$ cat src/mhj_pkg.sv
// Shared types and constants for the multibit Huffman jump decoder.
// Depends on nothing; every other file of the block imports it.
`default_nettype none

package mhj_pkg;

    localparam int JUMP_BITS   = 8;
    localparam int TABLE_COUNT = 256;
    localparam int MAX_SYMBOLS = 7;

    localparam int KIND_W       = 2;
    localparam int ADDR_FIELD_W = 16;
    localparam int TABLE_W      = 8;
    localparam int COUNT_W      = 3;
    localparam int SYM_W        = 8;
    localparam int SLOTS        = 7;
    localparam int SYMBOLS_W    = SLOTS * SYM_W;
    localparam int CHUNK_W      = 8;

    localparam int STORE_DEPTH = TABLE_COUNT << JUMP_BITS;
    localparam int STORE_AW    = $clog2(STORE_DEPTH);
    localparam int LOOKUP_W    = TABLE_W + JUMP_BITS;

    localparam logic [31:0]        STORE_DEPTH_L = 32'(STORE_DEPTH);
    localparam logic [COUNT_W-1:0] MAX_COUNT     = COUNT_W'(MAX_SYMBOLS);

    typedef enum logic [KIND_W-1:0] {
        KIND_LOAD    = 2'd0,
        KIND_CHUNK   = 2'd1,
        KIND_RESTART = 2'd2
    } kind_t;

    typedef logic [SLOTS-1:0][SYM_W-1:0] symbols_t;

    typedef struct packed {
        symbols_t             symbols;
        logic [COUNT_W-1:0]   count;
        logic [TABLE_W-1:0]   next_table;
    } entry_t;

endpackage

`default_nettype wire

$ cat src/mhj_emit.sv
// Symbol emitter: walks the symbols of one looked-up entry and drives the
// output register, one word per cycle unless stalled. Uses entry_t from mhj_pkg.
`default_nettype none

module mhj_emit
    import mhj_pkg::*;
(
    input  wire logic              clk,
    input  wire logic              rst_n,
    input  wire logic              load,
    input  wire entry_t            entry,
    input  wire logic              out_stall,
    output logic                   idle_next,
    output logic                   out_valid,
    output logic [SYM_W-1:0]       symbol,
    output logic                   last
);

    symbols_t           syms_reg;
    logic [COUNT_W-1:0] cnt_reg;
    logic [COUNT_W-1:0] idx_reg;
    logic               out_valid_reg;
    logic [SYM_W-1:0]   symbol_reg;
    logic               last_reg;

    symbols_t           src_syms;
    logic [COUNT_W-1:0] src_cnt;
    logic [COUNT_W-1:0] src_idx;
    logic [COUNT_W-1:0] idx_inc;
    logic [COUNT_W-1:0] idx_next;
    logic               out_ready;
    logic               push;

    always_comb
    begin
        if (load)
        begin
            src_syms = entry.symbols;
            src_cnt  = (entry.count > MAX_COUNT) ? MAX_COUNT : entry.count;
            src_idx  = '0;
        end
        else
        begin
            src_syms = syms_reg;
            src_cnt  = cnt_reg;
            src_idx  = idx_reg;
        end
        out_ready = !out_valid_reg || !out_stall;
        push      = (src_idx != src_cnt) && out_ready;
        idx_inc   = src_idx + COUNT_W'(1);
        idx_next  = push ? idx_inc : src_idx;
        idle_next = (idx_next == src_cnt);
    end

    always_ff @(posedge clk or negedge rst_n)
    begin
        if (!rst_n)
        begin
            cnt_reg       <= '0;
            idx_reg       <= '0;
            out_valid_reg <= 1'b0;
        end
        else
        begin
            cnt_reg <= src_cnt;
            idx_reg <= idx_next;
            if (out_ready)
            begin
                out_valid_reg <= push;
            end
        end
    end

    always_ff @(posedge clk)
    begin
        syms_reg <= src_syms;
        if (push)
        begin
            symbol_reg <= src_syms[src_idx];
            last_reg   <= (idx_inc == src_cnt);
        end
    end

    assign out_valid = out_valid_reg;
    assign symbol    = symbol_reg;
    assign last      = last_reg;

endmodule

`default_nettype wire

$ cat config.mk
export PLATFORM = sky130hd
export DESIGN_NAME = mhj_emit
export DESIGN_NICKNAME = d
export VERILOG_FILES = /design/src/mhj_pkg.sv /design/src/mhj_emit.sv
export SDC_FILE = /design/constraint.sdc
export NUM_CORES = 1
export LEC_CHECK = 0
export BUFFER_PORTS_ARGS = -buffer_cell sky130_fd_sc_hd__buf_2
export CAP_MARGIN = 30
export CELL_PAD_IN_SITES_DETAIL_PLACEMENT = 0
export CELL_PAD_IN_SITES_GLOBAL_PLACEMENT = 1
export CORE_ASPECT_RATIO = 1.25
export CORE_MARGIN = 2
export CORE_UTILIZATION = 35
export DETAILED_ROUTE_END_ITERATION = 7
export PLACE_DENSITY_LB_ADDON = 0.1
export SLEW_MARGIN = 20
export SYNTH_ARGS = -nofsm -noshare
export SYNTH_HDL_FRONTEND = slang
export SYNTH_SLANG_ARGS = --single-unit
$ cat constraint.sdc
create_clock -name clk -period 2.7 [get_ports clk]
set_clock_uncertainty 0.05 [all_clocks]
set_input_delay 0.54 -clock clk [delete_from_list [all_inputs] [get_ports clk]]
set_output_delay 0.54 -clock clk [all_outputs]
set_load 0.01 [all_outputs]
# After elaboration in Yosys (flattened, before gate mapping)
# Index checks and enable logic that the tools add are counted.
# totals
n_memories,0
ram_bits,0
word_cells,29
mem_bits_ro,0
in_bits,71
out_inout_bits,11
regBits,72
latchBits,0
# op_classes
shifts,0
mux,7
reduce_logical,4
n_addsub,1
div,0
magnitude_cmp,2
n_bitwise,0
n_eq_ne,3
n_mul,0
# op_table
operator,n
$mux 56,1
$bmux 8 s3,1
$mux 3,4
$mux 8,1
$eq 3x3->1,2
$lt 3x4->1 const B,1
$add 3x1->3 const B,1
$gt 3x3->1 const B,1
$ne 3x3->1,1
$logic_not 1->1,2
$logic_and 1x1->1,1
$logic_or 1x1->1,1

# Longest topological paths before layout
# logic_depth
ltp_word,7
depth_mapped,9
depth_no_buf,7

# Least setup slack after synthesis
# No wires, ideal clock.
# synth_timing
path_kind,input-to-output
from,in load
to,out idle_next
t_required_ns,2.110
n_path_buf,2
arrival_time_ns,2.091
setup_slack_ns,0.019
stages,9
cell_sequence,buf_2 > buf_4 > nor2b_1 > ha_1 > a21o_1 > nand2b_1 > o221ai_1 > a21oi_1 > nor3_2
# synth_between
elab_chain_cells,5
elab_cells_between_ends,7
cone_classes,add/sub (1); eq/ne (2); mux (3); reduce/logical (1)
# synth_lines
element,line_no,rtl
start: declaration,mhj_emit.sv:10,"input wire logic load,"
branches (longest 4 deep; another with $add 3x1->3),-,
$eq 3x3->1 *,mhj_emit.sv:52,idle_next = (idx_next == src_cnt);
end: declaration,mhj_emit.sv:13,"output logic idle_next,"
# Every way passes the cells marked *.

# Worst setup path after layout
# layout_timing
from,reg idx_reg[0]
to,out idle_next
# layout_between
elab_chain_cells,5
elab_cells_between_ends,6
cone_classes,add/sub (1); eq/ne (2); mux (2); reduce/logical (1)
# layout_lines
element,line_no,rtl
start: declaration,mhj_emit.sv:21,logic [COUNT_W-1:0] idx_reg;
start signal: assignment,mhj_emit.sv:66,idx_reg <= idx_next;
$mux 3 *,mhj_emit.sv:36,if (load)
branches (longest 2 deep; another with $add 3x1->3),-,
$mux 3 *,mhj_emit.sv:51,idx_next = push ? idx_inc : src_idx;
$eq 3x3->1 *,mhj_emit.sv:52,
# Marked as above.

==> results_dict.tcl <==
set metrics [dict create \
    status "completed" \
    clock_latency_ps 340 \
    p_int_mw 2.22 \
    synth_seq_cells 72 \
    fmax_ghz 0.380 \
    antenna_cells 0 \
    wl_um 6910 \
    ys_top_cells_by_count "dfxtp_1, mux2_1, nor2_1" \
    drive_gt1_frac 0.347 \
    htreeDepth 3 \
    stdcell_count 492 \
    critical_path.startpoint_type "flop" \
    cap_violations 0 \
    synth_ff_type "dfxtp_1" \
    cp_max_fo 3 \
    dp.cells 469 \
    synth_cells 284 \
    cts.clk_slew.worst_paths_ps 80 \
    seq_power_share 0.416 \
    antenna_found_initial 0 \
    post-route-period-util 0.974 \
    synthesis.nets 356 \
    maxSlewViolCount 0 \
    multiInputGateArea_um2 1490 \
    grt_pass1_wl_um 10900 \
    gp_congestion 0.751 \
    grt_max_degree 43 \
    avgRoutedWirePerCell_um 14.1 \
    die_area_um2 9760 \
    yosysWarnings 0 \
    fin_ws_ps 69.1 \
    p_per_area_nw_per_um2 762 \
    hold_viol 0 \
    core_um2 8700 \
    nFillCells 860 \
    numCtsBuffers 9 \
    p_leak_nw 1.72 \
    netlist_area_um2 3140 \
    fin_hold_ws_ps 352 \
    seq_area_frac_synth 0.498 \
    setup_violations 0 \
    switching_share 0.279 \
    fin_util 0.465 \
    crit_type "flop to output port" \
    io_pins 82 \
    start_util 0.361 \
    yosysMostFrequentCell "dfxtp_1" \
    synth.distinct_cells 38 \
    grt_pass1_vias 2236 \
    regArea_um2 1570 \
    grt_overflow 0 \
    cts_buffer_depth 2 \
    first_iter_violations 68 \
    die_x_um 88.8 \
    nNetsFinal 439 \
    min_path_type "input port to flop" \
    cts_tree "yes" \
    syn_to_final_growth_pct 28.6 \
    total_power_mw 3.08 \
    endpoint_kind "output port" \
    synth-edff-count 9 \
    synth_largest_area_cell "dfxtp_1" \
    syn_area_per_cell_um2 11.1 \
    async_reset_ff_frac 0.0972 \
    p_comb_frac 0.253 \
    dpl_worst_slack_ps 26.8 \
    synth_top_area_frac 0.357 \
    fp.dieH_um 110 \
    slew_headroom 0.546 \
    io_buffer_count 73 \
    switching_power_uw 859 \
    netlist_top_cells_area "dfxtp_1, mux2_1, edfxtp_1" \
    cts_sinks 72 \
    num_rows 38 \
    largest_reg_flops 56 \
    vias_per_cell 4.65 \
    worst_pin_slew_ps 679 \
    root_buffer "clkbuf_8" \
    num_vias 2290 \
    crit_required_ps 2110 \
    ir_worst_vdd_v 0.000407 \
    hpwl_um 4720 \
    dr.pass1.iters 4 \
    crit_arrival_ps 2040 \
    ant_nets 0 \
    period_needed_ps 2630 \
    p_clk_frac 0.331 \
    drcViolationCount 0 \
    grt_usage 0.148 \
]
==> cells by family (layout without fill, tap and decap cells) <==
family / count (synthesis) / in the layout / share of synthesized area
buffers and inverters: 36 / 124 / 0.0521
AND/OR/NAND/NOR: 55 / 55 / 0.0828
multiplexers: 60 / 60 / 0.213
XOR/XNOR: 7 / 7 / 0.0219
flip-flops: 72 / 72 / 0.498
adder cells (fa/ha/maj): 1 / 1 / 0.00398
AO/OA/AOI/OAI: 53 / 53 / 0.128
==> critical path, stage by stage (launching register included) <==
cell and delay, ps:
dfrtp_2 400, nor2b_4 190, ha_4 220, a21o_1 180
buf_4 150, o221ai_4 190, a21oi_2 70, nor3_2 160
buf_2 140
==> layer usage <==
metal | track usage | vias up | routed length [um]
met1 | 0.199 | 1045 | 3300
met4 | 0.0649 | 0 | 72
li1 | - | 1182 | -
met2 | 0.222 | 56 | 3190
met5 | 0 | - | 0
met3 | 0.0368 | 7 | 344
==> path summary, 6_finish.rpt <==
check / startpoint / cells past startpoint / slack, ps / to
min in group asynchronous: rst_n / 2 / 520 / cnt_reg[0]
min: entry[41] / 3 / 350 / syms_reg[30]
max in group asynchronous: rst_n / 2 / 1880 / idx_reg[0]
min reg2reg: syms_reg[27] / 2 / 400 / syms_reg[27]
max reg2reg: idx_reg[0] / 8 / 570 / symbol[7]
max: idx_reg[0] / 8 / 70 / idle_next
==> repair_timing <==
item | 4_1_cts | 5_1_grt
hold endpoints to repair | 7 | 0
setup buffers | 3 | 2
setup endpoints to repair | 1 | 1
hold buffers | 1 | 0
resized for setup | 6 | 11
gates cloned | 0 | 1
pin swaps | 4 | 2
==> cell type report <==
type,instances,area share
Clock buffer,10,0.0316
Clock inverter,6,0.0266
Inverter,18,0.0167
Multi-Input combinational cell,176,0.370
Sequential cell,72,0.388
Tap cell,120,0.0371
Timing Repair Buffer,90,0.131
==> power groups by stage <==
| stage | Combinational [mW] | Clock [mW] | Sequential (mW) |
|---|---|---|---|
| detailed placement | 0.669 | 0 | 1.30 |
| finish | 0.779 | 1.02 | 1.28 |
| CTS | 0.712 | 1.05 | 1.28 |
| floorplan | 0.445 | 0 | 1.31 |
| global route | 0.858 | 1.10 | 1.30 |
| global placement | 0.664 | 0 | 1.30 |
==> layout by cell type (no fill, tap or decap), types with 3 or more instances in the layout <==
master     netlist  layout
nand2b_1         5       3
xnor2_1          3       3
nand2_1         10      10
inv_1           18      18
nor2_1          20      20
bufinv_16        0       3
buf_2           11      72
a221oi_1         8       8
o22a_1           8       8
nor2b_1          5       3
a211oi_1         8       8
mux2i_1          8       8
nor3_1          11      11
clkbuf_8         0       9
mux2_1          42      42
mux2_2           9       9
o21ai_1         11      10
edfxtp_1         9       9
buf_4            4      15
dfxtp_1         56      56
dfrtp_1          7       6
o22ai_1          8       8
==> per-stage QoR <==
| stage | TNS (ps) | cell area (um2) |
|---|---|---|
| floorplan | 0 | 3140 |
| global placement | 0 | 3640 |
| detailed placement | 0 | 3640 |
| CTS | 0 | 3940 |
| global route | -20.1 | 4040 |
| finish | 0 | 4040 |
(Power assumes the default switching activity.)
